File: src/sv/pmts_pkg.sv
// Shared types, constants and helper functions for the pointer-motion-to-scroll block.
package pmts_pkg;

  // Timing and scale constants
  localparam int FLUSH_MS        = 20;
  localparam int IDLE_MS         = 300;
  localparam int EARLY_MS        = 1000;
  localparam int RATE_ONE        = 1024;
  localparam int RATE_SHIFT      = 10;
  localparam int POINT_SCALE_DEF = 1;
  localparam int FIXED_SCALE_DEF = 65536;
  localparam int RATE_RESET      = 1024;

  // State widths
  localparam int ACC_W   = 24;
  localparam int FLUSH_W = 5;
  localparam int IDLE_W  = 9;
  localparam int AGE_W   = 10;
  localparam int RATE_W  = 14;

  // Configuration port
  localparam int CFG_ADDR_W = 2;
  localparam int CFG_DATA_W = 14;

  // Shared multiplier: A is split into two halves, one partial product per cycle
  localparam int MUL_A_W    = 40;
  localparam int MUL_HALF_W = MUL_A_W / 2;
  localparam int MUL_B_W    = 17;
  localparam int MUL_P_W    = MUL_A_W + MUL_B_W;
  localparam int WQ_W       = MUL_A_W - RATE_SHIFT;

  typedef enum logic [CFG_ADDR_W-1:0] {
    REG_DIS_V  = 2'd0,
    REG_DIS_H  = 2'd1,
    REG_FIX_EN = 2'd2,
    REG_RATE   = 2'd3
  } cfg_reg_t;

  typedef enum logic [1:0] {
    OP_RATE  = 2'd0,
    OP_FIXED = 2'd1,
    OP_POINT = 2'd2
  } op_t;

  typedef struct packed {
    logic               action;
    logic signed [15:0] move_x;
    logic signed [15:0] move_y;
    logic               drag_start;
  } in_item_t;

  typedef struct packed {
    logic signed [15:0] wheel_vertical;
    logic signed [15:0] wheel_horizontal;
    logic signed [31:0] fixed_vertical;
    logic signed [31:0] fixed_horizontal;
    logic signed [31:0] point_vertical;
    logic signed [31:0] point_horizontal;
  } out_item_t;

  typedef struct packed {
    logic busy;
    logic done;
  } mul_stat_t;

  // Signed 32-bit result from a magnitude and a sign, saturated
  function automatic logic [31:0] sat32(input logic [MUL_P_W-1:0] m, input logic neg);
    logic [MUL_P_W-1:0] lim;
    logic [31:0]        c;
    lim = neg ? MUL_P_W'(33'h080000000) : MUL_P_W'(33'h07FFFFFFF);
    c   = (m > lim) ? lim[31:0] : m[31:0];
    return neg ? (~c + 32'd1) : c;
  endfunction

  // Wheel delta: saturated to 16 bits, at least magnitude one for a nonzero delta
  function automatic logic [15:0] wheel_fmt(input logic [WQ_W-1:0] q, input logic neg,
                                            input logic nz);
    logic [WQ_W-1:0] lim;
    logic [15:0]     c;
    lim = neg ? WQ_W'(32768) : WQ_W'(32767);
    c   = (q > lim) ? lim[15:0] : q[15:0];
    if (nz && (c == 16'd0)) c = 16'd1;
    return neg ? (~c + 16'd1) : c;
  endfunction

endpackage

File: src/sv/pmts_mul.sv
// Shared unsigned multiplier: one half-width partial product per cycle, accumulated.
module pmts_mul (
  input  logic                           clk,
  input  logic                           rst_n,
  input  logic                           start,
  input  logic [pmts_pkg::MUL_A_W-1:0]   a,
  input  logic [pmts_pkg::MUL_B_W-1:0]   b,
  output pmts_pkg::mul_stat_t            stat,
  output logic [pmts_pkg::MUL_P_W-1:0]   prod
);

  localparam int AW = pmts_pkg::MUL_A_W;
  localparam int HW = pmts_pkg::MUL_HALF_W;
  localparam int BW = pmts_pkg::MUL_B_W;
  localparam int PW = pmts_pkg::MUL_P_W;

  typedef enum logic [2:0] {
    M_IDLE = 3'b001,
    M_LO   = 3'b010,
    M_HI   = 3'b100
  } mstate_t;

  mstate_t           state_r, state_nxt;
  logic              done_r, done_nxt;
  logic [AW-1:0]     a_r, a_nxt;
  logic [BW-1:0]     b_r, b_nxt;
  logic [PW-1:0]     prod_r, prod_nxt;
  logic [HW-1:0]     half;
  logic [HW+BW-1:0]  pp;

  assign half = (state_r == M_HI) ? a_r[AW-1:HW] : a_r[HW-1:0];
  assign pp   = half * b_r;

  always_comb begin
    state_nxt = state_r;
    done_nxt  = 1'b0;
    a_nxt     = a_r;
    b_nxt     = b_r;
    prod_nxt  = prod_r;
    case (state_r)
      M_IDLE: begin
        if (start) begin
          a_nxt     = a;
          b_nxt     = b;
          state_nxt = M_LO;
        end
      end
      M_LO: begin
        prod_nxt  = PW'(pp);
        state_nxt = M_HI;
      end
      M_HI: begin
        prod_nxt  = prod_r + {pp, {HW{1'b0}}};
        done_nxt  = 1'b1;
        state_nxt = M_IDLE;
      end
      default: state_nxt = M_IDLE;
    endcase
  end

  always_ff @(posedge clk) begin
    if (!rst_n) begin
      state_r <= M_IDLE;
      done_r  <= 1'b0;
    end else begin
      state_r <= state_nxt;
      done_r  <= done_nxt;
    end
  end

  always_ff @(posedge clk) begin
    a_r    <= a_nxt;
    b_r    <= b_nxt;
    prod_r <= prod_nxt;
  end

  assign stat.busy = (state_r != M_IDLE);
  assign stat.done = done_r;
  assign prod      = prod_r;

endmodule

File: src/sv/pointer_motion_to_scroll.sv
// Top level: motion accumulation, flush, axis suppression, fixation and scaling sequencer.
//
// Input channel (in_valid / in_stall / in_data): each item is a 1 ms tick or a pointer
// motion. An item is taken when in_valid is high and in_stall is low.
// Ticks and motions that do not flush leave the sequencer idle; in_stall stays low.
// A flushing motion runs the sequencer: magnitude, dominance and fixation work, then six
// passes through the shared two-half multiplier (rate, fixed and point for each axis).
// A flush that leaves both axes zero gives no result.
// Result channel (out_valid / out_stall / out_data): a one-deep output register. While
// the receiver stalls, the result holds and ticks and non-flushing motions are still
// taken; a second result waits inside the block with in_stall high.
// Configuration (cfg_we / cfg_addr / cfg_wdata): the user must write it only while the block is idle;
// the block does not enforce this. Reset (rst_n low, synchronous): accumulators and fixation sums clear,
// the timers start saturated, scroll rate returns to 1024 and the disables to zero.
module pointer_motion_to_scroll #(
  parameter int POINT_SCALE = pmts_pkg::POINT_SCALE_DEF,
  parameter int FIXED_SCALE = pmts_pkg::FIXED_SCALE_DEF
) (
  input  logic                              clk,
  input  logic                              rst_n,
  input  logic                              in_valid,
  output logic                              in_stall,
  input  pmts_pkg::in_item_t                in_data,
  output logic                              out_valid,
  input  logic                              out_stall,
  output pmts_pkg::out_item_t               out_data,
  input  logic                              cfg_we,
  input  logic [pmts_pkg::CFG_ADDR_W-1:0]   cfg_addr,
  input  logic [pmts_pkg::CFG_DATA_W-1:0]   cfg_wdata
);

  localparam int AW   = pmts_pkg::ACC_W;
  localparam int FW   = pmts_pkg::FLUSH_W;
  localparam int IW   = pmts_pkg::IDLE_W;
  localparam int GW   = pmts_pkg::AGE_W;
  localparam int RW   = pmts_pkg::RATE_W;
  localparam int MAW  = pmts_pkg::MUL_A_W;
  localparam int MBW  = pmts_pkg::MUL_B_W;
  localparam int MPW  = pmts_pkg::MUL_P_W;
  localparam int SH   = pmts_pkg::RATE_SHIFT;
  localparam int FIX_MUL = FIXED_SCALE / pmts_pkg::RATE_ONE;
  localparam logic [MBW-1:0] FIX_B = MBW'(FIX_MUL);
  localparam logic [MBW-1:0] PNT_B = MBW'(POINT_SCALE);

  typedef enum logic [5:0] {
    S_IDLE = 6'b000001,
    S_MAG  = 6'b000010,
    S_DOM  = 6'b000100,
    S_FIX  = 6'b001000,
    S_MUL  = 6'b010000,
    S_LOAD = 6'b100000
  } state_t;

  state_t                 state_r, state_nxt;
  logic                   dis_v_r, dis_v_nxt, dis_h_r, dis_h_nxt, fix_en_r, fix_en_nxt;
  logic [RW-1:0]          rate_r, rate_nxt;
  logic signed [AW-1:0]   accum_v_r, accum_v_nxt, accum_h_r, accum_h_nxt;
  logic [FW-1:0]          flush_timer_r, flush_timer_nxt;
  logic [IW-1:0]          idle_timer_r, idle_timer_nxt;
  logic [GW-1:0]          age_r, age_nxt;
  logic [AW-1:0]          fsum_v_r, fsum_v_nxt, fsum_h_r, fsum_h_nxt;
  logic signed [AW-1:0]   dv_r, dv_nxt, dh_r, dh_nxt;
  logic [AW-1:0]          av_r, av_nxt, ah_r, ah_nxt;
  pmts_pkg::op_t          op_r, op_nxt;
  logic                   axis_r, axis_nxt;
  logic                   start_r, start_nxt;
  logic [MAW-1:0]         m1_r, m1_nxt;
  pmts_pkg::out_item_t    res_r, res_nxt;
  pmts_pkg::out_item_t    out_data_r, out_data_nxt;
  logic                   out_valid_r, out_valid_nxt;

  logic                   in_acc;
  logic signed [AW-1:0]   acc_v_new, acc_h_new;
  logic signed [AW-1:0]   dv_lock, dh_lock;
  logic signed [AW-1:0]   cur_d;
  logic [AW-1:0]          cur_mag;
  logic                   cur_neg, cur_nz;
  logic [MAW-1:0]         mul_a;
  logic [MBW-1:0]         mul_b;
  logic [MPW-1:0]         mul_prod;
  pmts_pkg::mul_stat_t    mul_stat;
  logic [15:0]            wheel_val;
  logic [31:0]            fixed_val, point_val;

  function automatic logic signed [AW-1:0] acc_step(input logic signed [AW-1:0] base,
                                                    input logic signed [15:0] mv);
    logic signed [AW:0] s;
    s = {base[AW-1], base} - {{(AW-15){mv[15]}}, mv};
    if (s[AW] != s[AW-1]) return s[AW] ? {1'b1, {(AW-1){1'b0}}} : {1'b0, {(AW-1){1'b1}}};
    return s[AW-1:0];
  endfunction

  function automatic logic [AW-1:0] abs_d(input logic signed [AW-1:0] v);
    return v[AW-1] ? (~v + 1'b1) : v;
  endfunction

  function automatic logic [AW-1:0] sat_add(input logic [AW-1:0] x, input logic [AW-1:0] y);
    logic [AW:0] s;
    s = {1'b0, x} + {1'b0, y};
    return s[AW] ? {AW{1'b1}} : s[AW-1:0];
  endfunction

  assign in_stall = !(state_r == S_IDLE);
  assign in_acc   = in_valid && !in_stall;

  assign acc_v_new = acc_step(in_data.drag_start ? '0 : accum_v_r, in_data.move_y);
  assign acc_h_new = acc_step(in_data.drag_start ? '0 : accum_h_r, in_data.move_x);

  // Fixation lock from the running sums
  assign dh_lock = (fix_en_r && ({1'b0, fsum_v_r} > {fsum_h_r, 1'b0})) ? '0 : dh_r;
  assign dv_lock = (fix_en_r && ({1'b0, fsum_h_r} > {fsum_v_r, 1'b0})) ? '0 : dv_r;

  // Operands for the shared multiplier
  assign cur_d   = axis_r ? dh_r : dv_r;
  assign cur_neg = cur_d[AW-1];
  assign cur_nz  = (cur_d != '0);
  assign cur_mag = abs_d(cur_d);
  assign mul_a   = (op_r == pmts_pkg::OP_RATE) ? MAW'(cur_mag) : m1_r;
  assign mul_b   = (op_r == pmts_pkg::OP_RATE)  ? MBW'(rate_r) :
                   (op_r == pmts_pkg::OP_FIXED) ? FIX_B : PNT_B;

  assign wheel_val = pmts_pkg::wheel_fmt(mul_prod[MAW-1:SH], cur_neg, cur_nz);
  assign fixed_val = pmts_pkg::sat32(mul_prod, cur_neg);
  assign point_val = pmts_pkg::sat32(mul_prod >> SH, cur_neg);

  pmts_mul u_mul (
    .clk   (clk),
    .rst_n (rst_n),
    .start (start_r),
    .a     (mul_a),
    .b     (mul_b),
    .stat  (mul_stat),
    .prod  (mul_prod)
  );

  always_comb begin
    state_nxt       = state_r;
    dis_v_nxt       = dis_v_r;
    dis_h_nxt       = dis_h_r;
    fix_en_nxt      = fix_en_r;
    rate_nxt        = rate_r;
    accum_v_nxt     = accum_v_r;
    accum_h_nxt     = accum_h_r;
    flush_timer_nxt = flush_timer_r;
    idle_timer_nxt  = idle_timer_r;
    age_nxt         = age_r;
    fsum_v_nxt      = fsum_v_r;
    fsum_h_nxt      = fsum_h_r;
    dv_nxt          = dv_r;
    dh_nxt          = dh_r;
    av_nxt          = av_r;
    ah_nxt          = ah_r;
    op_nxt          = op_r;
    axis_nxt        = axis_r;
    start_nxt       = 1'b0;
    m1_nxt          = m1_r;
    res_nxt         = res_r;
    out_data_nxt    = out_data_r;
    out_valid_nxt   = out_valid_r;

    if (cfg_we) begin
      case (pmts_pkg::cfg_reg_t'(cfg_addr))
        pmts_pkg::REG_DIS_V:  dis_v_nxt  = cfg_wdata[0];
        pmts_pkg::REG_DIS_H:  dis_h_nxt  = cfg_wdata[0];
        pmts_pkg::REG_FIX_EN: fix_en_nxt = cfg_wdata[0];
        pmts_pkg::REG_RATE:   rate_nxt   = cfg_wdata[RW-1:0];
        default: ;
      endcase
    end

    if (out_valid_r && !out_stall) out_valid_nxt = 1'b0;

    case (state_r)
      S_IDLE: begin
        if (in_acc) begin
          if (!in_data.action) begin
            if (flush_timer_r < FW'(pmts_pkg::FLUSH_MS)) flush_timer_nxt = flush_timer_r + 1'b1;
            if (idle_timer_r < IW'(pmts_pkg::IDLE_MS + 1)) idle_timer_nxt = idle_timer_r + 1'b1;
            if (age_r < GW'(pmts_pkg::EARLY_MS)) age_nxt = age_r + 1'b1;
          end else if (flush_timer_r < FW'(pmts_pkg::FLUSH_MS)) begin
            accum_v_nxt = acc_v_new;
            accum_h_nxt = acc_h_new;
          end else begin
            accum_v_nxt     = '0;
            accum_h_nxt     = '0;
            flush_timer_nxt = '0;
            dv_nxt          = dis_v_r ? '0 : acc_v_new;
            dh_nxt          = dis_h_r ? '0 : acc_h_new;
            state_nxt       = S_MAG;
          end
        end
      end
      S_MAG: begin
        av_nxt    = abs_d(dv_r);
        ah_nxt    = abs_d(dh_r);
        state_nxt = S_DOM;
      end
      S_DOM: begin
        if ({1'b0, av_r} > {ah_r, 1'b0}) dh_nxt = '0;
        if ({1'b0, ah_r} > {av_r, 1'b0}) dv_nxt = '0;
        if (fix_en_r) begin
          // long idle restarts fixation
          if (idle_timer_r > IW'(pmts_pkg::IDLE_MS)) begin
            age_nxt    = '0;
            fsum_v_nxt = '0;
            fsum_h_nxt = '0;
          end
          idle_timer_nxt = '0;
        end
        state_nxt = S_FIX;
      end
      S_FIX: begin
        // sums grow from the pre-dominance magnitudes
        if (fix_en_r && (age_r < GW'(pmts_pkg::EARLY_MS))) begin
          if (dv_lock == '0) fsum_h_nxt = sat_add(fsum_h_r, ah_r);
          if (dh_lock == '0) fsum_v_nxt = sat_add(fsum_v_r, av_r);
        end
        dv_nxt = dv_lock;
        dh_nxt = dh_lock;
        if ((dv_lock == '0) && (dh_lock == '0)) begin
          state_nxt = S_IDLE;
        end else begin
          axis_nxt  = 1'b0;
          op_nxt    = pmts_pkg::OP_RATE;
          start_nxt = 1'b1;
          state_nxt = S_MUL;
        end
      end
      S_MUL: begin
        if (mul_stat.done) begin
          case (op_r)
            pmts_pkg::OP_RATE: begin
              m1_nxt = mul_prod[MAW-1:0];
              if (axis_r) res_nxt.wheel_horizontal = wheel_val;
              else        res_nxt.wheel_vertical   = wheel_val;
              op_nxt    = pmts_pkg::OP_FIXED;
              start_nxt = 1'b1;
            end
            pmts_pkg::OP_FIXED: begin
              if (axis_r) res_nxt.fixed_horizontal = fixed_val;
              else        res_nxt.fixed_vertical   = fixed_val;
              op_nxt    = pmts_pkg::OP_POINT;
              start_nxt = 1'b1;
            end
            pmts_pkg::OP_POINT: begin
              if (axis_r) begin
                res_nxt.point_horizontal = point_val;
                state_nxt = S_LOAD;
              end else begin
                res_nxt.point_vertical = point_val;
                axis_nxt  = 1'b1;
                op_nxt    = pmts_pkg::OP_RATE;
                start_nxt = 1'b1;
              end
            end
            default: state_nxt = S_IDLE;
          endcase
        end
      end
      S_LOAD: begin
        if (!out_valid_r || !out_stall) begin
          out_data_nxt  = res_r;
          out_valid_nxt = 1'b1;
          state_nxt     = S_IDLE;
        end
      end
      default: state_nxt = S_IDLE;
    endcase
  end

  always_ff @(posedge clk) begin
    if (!rst_n) begin
      state_r       <= S_IDLE;
      dis_v_r       <= 1'b0;
      dis_h_r       <= 1'b0;
      fix_en_r      <= 1'b0;
      rate_r        <= RW'(pmts_pkg::RATE_RESET);
      accum_v_r     <= '0;
      accum_h_r     <= '0;
      flush_timer_r <= FW'(pmts_pkg::FLUSH_MS);
      idle_timer_r  <= IW'(pmts_pkg::IDLE_MS + 1);
      age_r         <= GW'(pmts_pkg::EARLY_MS);
      fsum_v_r      <= '0;
      fsum_h_r      <= '0;
      op_r          <= pmts_pkg::OP_RATE;
      axis_r        <= 1'b0;
      start_r       <= 1'b0;
      out_valid_r   <= 1'b0;
    end else begin
      state_r       <= state_nxt;
      dis_v_r       <= dis_v_nxt;
      dis_h_r       <= dis_h_nxt;
      fix_en_r      <= fix_en_nxt;
      rate_r        <= rate_nxt;
      accum_v_r     <= accum_v_nxt;
      accum_h_r     <= accum_h_nxt;
      flush_timer_r <= flush_timer_nxt;
      idle_timer_r  <= idle_timer_nxt;
      age_r         <= age_nxt;
      fsum_v_r      <= fsum_v_nxt;
      fsum_h_r      <= fsum_h_nxt;
      op_r          <= op_nxt;
      axis_r        <= axis_nxt;
      start_r       <= start_nxt;
      out_valid_r   <= out_valid_nxt;
    end
  end

  always_ff @(posedge clk) begin
    dv_r       <= dv_nxt;
    dh_r       <= dh_nxt;
    av_r       <= av_nxt;
    ah_r       <= ah_nxt;
    m1_r       <= m1_nxt;
    res_r      <= res_nxt;
    out_data_r <= out_data_nxt;
  end

  assign out_valid = out_valid_r;
  assign out_data  = out_data_r;

`ifndef SYNTHESIS
  a_start_in_mul: assert property (@(posedge clk) disable iff (!rst_n)
    start_r |-> (state_r == S_MUL && !mul_stat.busy))
    else $error("multiplier started outside the multiply phase or while busy");

  a_done_in_mul: assert property (@(posedge clk) disable iff (!rst_n)
    mul_stat.done |-> (state_r == S_MUL))
    else $error("multiplier finished with no sequencer waiting");

  a_flush_clears: assert property (@(posedge clk) disable iff (!rst_n)
    (state_r == S_MAG) |-> (flush_timer_r == '0 && accum_v_r == '0 && accum_h_r == '0))
    else $error("flush did not clear accumulators and flush timer");

  a_result_nonzero: assert property (@(posedge clk) disable iff (!rst_n)
    (state_r == S_LOAD) |-> (dv_r != '0 || dh_r != '0))
    else $error("result produced with both axes zero");

  a_timer_bounds: assert property (@(posedge clk) disable iff (!rst_n)
    (flush_timer_r <= FW'(pmts_pkg::FLUSH_MS)) &&
    (idle_timer_r <= IW'(pmts_pkg::IDLE_MS + 1)) &&
    (age_r <= GW'(pmts_pkg::EARLY_MS)))
    else $error("timer beyond its saturation value");
`endif

endmodule

File: config.mk
export PLATFORM = sky130hd
export DESIGN_NAME = pointer_motion_to_scroll
export DESIGN_NICKNAME = d
export VERILOG_FILES = /design/src/sv/pmts_pkg.sv /design/src/sv/pmts_mul.sv /design/src/sv/pointer_motion_to_scroll.sv
export SDC_FILE = /design/constraint.sdc
export NUM_CORES = 2
export LEC_CHECK = 0
export BUFFER_PORTS_ARGS = -buffer_cell sky130_fd_sc_hd__buf_4
export CAP_MARGIN = 20
export CORE_ASPECT_RATIO = 1.1
export CORE_MARGIN = 1.5
export CORE_UTILIZATION = 62
export DETAILED_ROUTE_END_ITERATION = 10
export PLACE_DENSITY = 0.88
export SLEW_MARGIN = 20
export SYNTH_ARGS = -nofsm -noshare
export SYNTH_HDL_FRONTEND = slang
export SYNTH_SLANG_ARGS = --single-unit
File: constraint.sdc
create_clock -name clk -period 15 [get_ports clk]
set_input_delay 0 -clock clk [delete_from_list [all_inputs] [get_ports clk]]
set_output_delay 0 -clock clk [all_outputs]
set_load 0.05 [all_outputs]
---- Word-level counts from Yosys, hierarchy flattened ----
Index checks and enable logic that the tools add are counted.
word-level totals
  logic and storage cells ................. 259
  register bits ........................... 722
  output and inout bits ................... 162
cells by class
  $mul .................................... 1
  multiplexer cells ....................... 97
  bitwise gates (word level) .............. 7
  equal/unequal tests ..................... 39
  add/sub/neg operators ................... 14
  reductions and logical operators ........ 48
  order comparisons ....................... 11
operator list
  kind                                           count
  2-to-1 mux 24 bit                              33
  2-to-1 mux 32 bit                              5
  case mux 24 bit (3 select lines)               2
  case mux 57 bit (2 select lines)               1
  > comparator 24 x 25 -> 1 bit                  4
  case mux 24 bit (2 select lines)               2
  adder 24 x 1 -> 24 bit, second input constant  3
  NOT 24 bit                                     3
  adder 32 x 1 -> 32 bit, second input constant  2
  2-to-1 mux 16 bit                              4
  NOT 32 bit                                     2
  adder 57 bit                                   1
  > comparator 57 bit                            1
  adder 24 x 24 -> 25 bit                        2
  2-to-1 mux 10 bit                              5
  subtractor 24 x 16 -> 25 bit                   2
  logical NOT 24 bit                             2
  > comparator 47 x 32 -> 1 bit                  1
  2-to-1 mux 23 bit                              2
  multiplier 20 x 17 -> 37 bit                   1
  2-to-1 mux 6 bit                               6
  2-to-1 mux 9 bit                               4
  case mux 6 bit (6 select lines)                1
  != test 2 bit, second input constant           17
  55 further kinds                               111

---- Depth between registers and ports, before layout ----
  depth in word-level cells ............... 10
  depth in mapped cells ................... 37

---- By module ----
A second synthesis with hierarchy kept.
unflattened totals
  cells, all modules ...................... 5077
  area, all modules ....................... 51062.7 um^2
by module, submodules not included
  module                    cells each  times used  sequential area each (um^2)  area an instance (um^2)
  pointer_motion_to_scroll  3254        1           16656.0                      33910.0
  pmts_mul                  1823        1           3503.4                       17152.7

---- Worst setup path before layout ----
OpenSTA, ideal clock, no wires.
  path type ............................... reg-to-reg
  start ................................... register state_r[2]
  end ..................................... register out_data_r (netlist bit out_data[0]) (enable)
  buffers on the path ..................... 0
  slack ................................... 5759 ps
  stages on the path, launching flop included .. 4
  data arrival time ....................... 8509 ps
  period minus slack after synthesis ...... 9241 ps
  setup time .............................. 732 ps
  path through ............................ dfxtp_1 > nor4_1 > nand3b_1 > a21oi_1
between the ends
  word-level cells in the longest chain between the ends .. 2
ends and longest elaborated chain
  what                                  RTL line                         text
  start, declared                       pointer_motion_to_scroll.sv:54   state_t state_r, state_nxt;
  start signal, assigned                pointer_motion_to_scroll.sv:290  state_r <= state_nxt;
  equality test 6 bit                   pointer_motion_to_scroll.sv:173  case (state_r)
  AND reduction 2 bit (no source line)  --
  end signal, assigned                  pointer_motion_to_scroll.sv:316  out_data_r <= out_data_nxt;
  end, declared                         pointer_motion_to_scroll.sv:69   pmts_pkg::out_item_t out_data_r, out_data_nxt;
Every way passes these cells.
A chain may end at the register's enable or synchronous reset.

---- Worst setup path in the final report ----
  start ................................... register u_mul.state_r[2]
  end ..................................... register u_mul.prod_r[51], in the netlist u_mul.prod[51], data pin
between the ends
  word-level cells in the longest chain between the ends .. 5
  elaborated cells on any way between the ends .. 6
  those cells by class .................... add/sub: 1; mul: 1; eq/ne: 2; mux: 2
ends and longest elaborated chain
  what                                RTL line                        text
  start, declared                     pmts_mul.sv:23                  mstate_t state_r, state_nxt;
  start signal, assigned              pmts_mul.sv:66                  state_r <= state_nxt;
  equality test 3 bit                 pmts_mul.sv:31, pmts_mul.sv:40
  2-to-1 mux 20 bit                   pmts_mul.sv:31                  assign half = (state_r == M_HI) ? a_r[AW-1:HW] : a_r[HW-1:0];
  multiplier 20 x 17 -> 37 bit        pmts_mul.sv:32                  assign pp = half * b_r;
  adder 57 bit                        pmts_mul.sv:53                  prod_nxt = prod_r + {pp, {HW{1'b0}}};
  case mux 57 bit (2 select lines) *  pmts_mul.sv:40                  case (state_r)
  end signal, assigned                pmts_mul.sv:74                  prod_r <= prod_nxt;
  end, declared                       pmts_mul.sv:27                  logic [PW-1:0] prod_r, prod_nxt;
Every way passes the cells marked *; elsewhere a longest branch is shown, timed or not.

==> impl_results.md <==
* RR Endpoint: u_mul.prod[51]
* Port Buffer Count at around 220
* Total GRT Usage at 0.317
* Synthesis Warnings at 0
* Critical hold path startpoint: cfg_we
* CTS resizes at 0
* R2R setup slack at roughly 5.2 ns
* Synth area leader: edfxtp_1
* Primary FF master, synth: edfxtp_1
* Min Clock Period, post-route at 9.78 ns
* Worst path slowest cell: fa_1
* Synthesized area at ~50000 um2
* Initial Util at 0.626
* RSZ-0062 raised after global routing: false
* Final hold vios at 0
* Gp weighted congestion at approximately 0.94
* Worst setup EP type: flip-flop
* Crit path required time at ~15 ns
* DP HPWL at around 94000 um
* Vias after detailed routing at roughly 39000
* DRC violations left at 0
* Status: completed
* Max Clock Freq at 102 MHz
* Count of cell types in the netlist at 81
* Fill cell count at between 5000 and 6000
* Largest net degree at the start of global routing at between 80 and 90
* CTS tree: built
* TNS Setup at 0 ns
* DRT antenna net count at 0
* Worst Tran Pin Value at between 1 and 1.5 ns
* Dpl ws at 5.45 ns
* Clock Skew at roughly 0.019 ns
* Final setup vio count at 0
* Post-synth EDFFs at 567
* Final worst-path cycle share at 0.652
* I/O pin cnt at 217
* Seq cells post-synth at between 700 and 800
* Area of the core at between 70000 and 80000 um2
* Worst r2r path cells at 31
* Arr. time, crit path at around 10 ns
* Post-synthesis sequential area ratio at 0.406
* Final Max Tran Viols at 0
* Clock sinks at around 700
* CTS Hold Buffers Added at 28
* Die Ht at about 300 um
* Ys async rst share at 0
* CTS buffer count at about 70
* Die width at around 270 um
* Launching point of the worst reg2reg path: u_mul.state_r[2]
* Syn_nets at 5595
* First-pass GRT wire length at 204000 um
* Top post-synthesis cells by area: edfxtp_1 34%, ha_1 10%, fa_1 9.0%, dfxtp_1 6.2%, inv_1 4.0%
* Clk root buf: clkbuf_16
* Slowest stage delay, CP at between 0.5 and 0.6 ns
* Worst Hold Class: in -> reg
* Critical Path Source Type: flip-flop
* Rel. slew slack at 0.279
* H-tree depth at 3
* CP Max Fanout at 70
* PwrDens at 97.5 nW/um2
* Syn_area_per_cell at ~10 um2
* Post-Route Utilization at 0.692
* Clk_lat worst skew at approximately 0.63 ns
* Clock Tree Buf Depth at 3
* VDD IR-drop max at between 0.09 and 0.1 mV
* Hold path depth at 4
* Post-CTS setup repair buffer count at 0
* Clock-pin slew on the worst setup and hold paths at 0.06 ns
* Vias in the first global route at between 30000 and 40000
* Top cell by count, worst path: fa_1
* Initial antenna violation count at 0
* Setup slack after layout at between 5 and 6 ns
* Global route total overflow at 0
* Layout cells sized above 1 at 0.0890
* Layout area overhead at 10.5%
* Post-Route WL at between 100000 and 150000 um
* Top cell type's share of synthesized area at 0.345
* LEAKAGE at between 20 and 25 nW
* Hold Crit Endpoint: rate_r[8]
* Die ar. at 81400 um2
* Wire length per cell at roughly 21 um
* Initial drt markers at roughly 4400
* Nets at about 5700
* Std-Cell Rows at approximately 110
* Vias per Instance at between 6 and 7
* Max-Cap Viols at 0
* Gate Count Post-Synth at between 4000 and 5000
* TritonRoute pass-1 iters at 7
* WS Path Type: reg -> reg
## cells in the final DEF (no fill, tap or decap), drive strengths merged, types with 33 or more instances in the layout
master  count
xnor2     136
o21a       55
buf       260
a21o      113
nor2      257
o21ai     207
a211oi     43
nand4      50
fa        222
edfxtp    567
o211ai     38
nand2b     34
mux2       33
or3        33
ha        402
nand3      69
nor2b      92
a221o      52
nor3       82
a21oi     289
and2      165
inv       531
dfxtp     152
xor2       67
clkbuf     91
and3       35
nand2     512
## area by class of cell
| cell class | instances | area [um2] | share of cell area |
|---|---|---|---|
| Multi-Input combinational cell | 3455 | 26600 | 0.487 |
| Sequential cell | 719 | 20100 | 0.367 |
| Timing Repair Buffer | 288 | 2250 | 0.0412 |
| Inverter | 527 | 1980 | 0.0362 |
| Clock buffer | 91 | 1920 | 0.0352 |
| Tap cell | 1045 | 1310 | 0.0239 |
| Clock inverter | 41 | 482 | 0.00882 |
| Antenna cell | 1 | 2.50 | 0.0000458 |
## per-stage QoR
| step | cell area, um2 | hold slack, ns | cells | total power [mW] |
|---|---|---|---|---|
| after CTS | 54600 | 0.0362 | 6165 | 5.31 |
| final | 54600 | 0.0481 | 6167 | 5.32 |
| after global routing | 54600 | 0.0718 | 6166 | 5.50 |
| after floorplan | 49400 | 0.124 | 4916 | 3.15 |
| after global placement | 51900 | 0.224 | 6005 | 3.43 |
| after detailed placement | 51900 | 0.235 | 6005 | 3.47 |
## logic make-up after synthesis
kind of cell	after synthesis	share of synthesized area
compound gates	1102	0.149
flops	719	0.406
xor+xnor	203	0.0360
buf+inv	742	0.0569
fa+ha+maj	626	0.192
mux	64	0.0138
simple gates	1460	0.146
## synthesized netlist by cell type, types with 31 or more instances
| master | n |
|---|---|
| edfxtp_1 | 567 |
| fa_1 | 222 |
| clkbuf_1 | 195 |
| nand2b_1 | 34 |
| and3_1 | 35 |
| xnor2_1 | 136 |
| nor2_1 | 257 |
| a211oi_1 | 43 |
| mux2_2 | 33 |
| a21oi_1 | 289 |
| a31oi_1 | 32 |
| o2bb2ai_1 | 32 |
| a21o_1 | 113 |
| nor2b_1 | 92 |
| a221o_1 | 52 |
| dfxtp_1 | 152 |
| o31ai_1 | 32 |
| mux2i_1 | 31 |
| nand2_1 | 512 |
| nand4_1 | 50 |
| inv_1 | 526 |
| o211ai_1 | 38 |
| and2_1 | 162 |
| xor2_1 | 67 |
| nor3_1 | 81 |
| nand3_1 | 69 |
| o21a_1 | 55 |
| o21ai_0 | 207 |
| or3_1 | 33 |
| ha_1 | 402 |
## worst max path at each step
stage	start	endpoint	slack (ns)
floorplan	state_r[2]	out_data[0]	5.76
global placement	u_mul.state_r[2]	u_mul.prod[51]	5.68
detailed placement	u_mul.state_r[2]	u_mul.prod[51]	5.45
CTS	u_mul.state_r[2]	u_mul.prod[51]	5.43
global route	u_mul.state_r[2]	u_mul.prod[51]	4.70
finish	u_mul.state_r[2]	u_mul.prod[51]	5.22
## state kept, by name (all words and copies together) (netlist names), 3 cells and up
signal	flops
idle_timer_r	9
u_mul.prod	57
rate_r	14
dv_r	24
m1_r	40
u_mul.state_r	3
fsum_v_r	24
u_mul.b_r	14
accum_h_r	24
u_mul.a_r	40
out_data	160
ah_r	24
dh_r	24
flush_timer_r	5
res_r	160
accum_v_r	24
fsum_h_r	24
state_r	6
age_r	10
av_r	24
## where the power goes
group	total, mW	internal [mW]	switching, mW
logic	1.02	0.399	0.621
registers	2.45	2.31	0.141
clock network	1.85	1.05	0.802
total	5.32	3.76	1.56
## critical path, delay by kind of cell (launching register included)
kind                       cells  cell delay, ns
DFF                            1            0.44
xor gates and xnor gates       1            0.22
and+or+nand+nor                6            1.57
AOI/OAI and AO/OA             11            2.86
buffers and inverters          5            0.57
adders and majority gates      8            3.84
## metal layers
layer | up-vias | wire [um] | part of all wire | track usage
met5 | - | 0 | 0 | 0
met4 | 0 | 5950 | 0.046 | 0.140
met3 | 460 | 10900 | 0.084 | 0.0481
met2 | 2018 | 62400 | 0.48 | 0.535
met1 | 18400 | 50500 | 0.39 | 0.404
li1 | 17700 | - | - | -
Power figures use the tool's default switching activity.
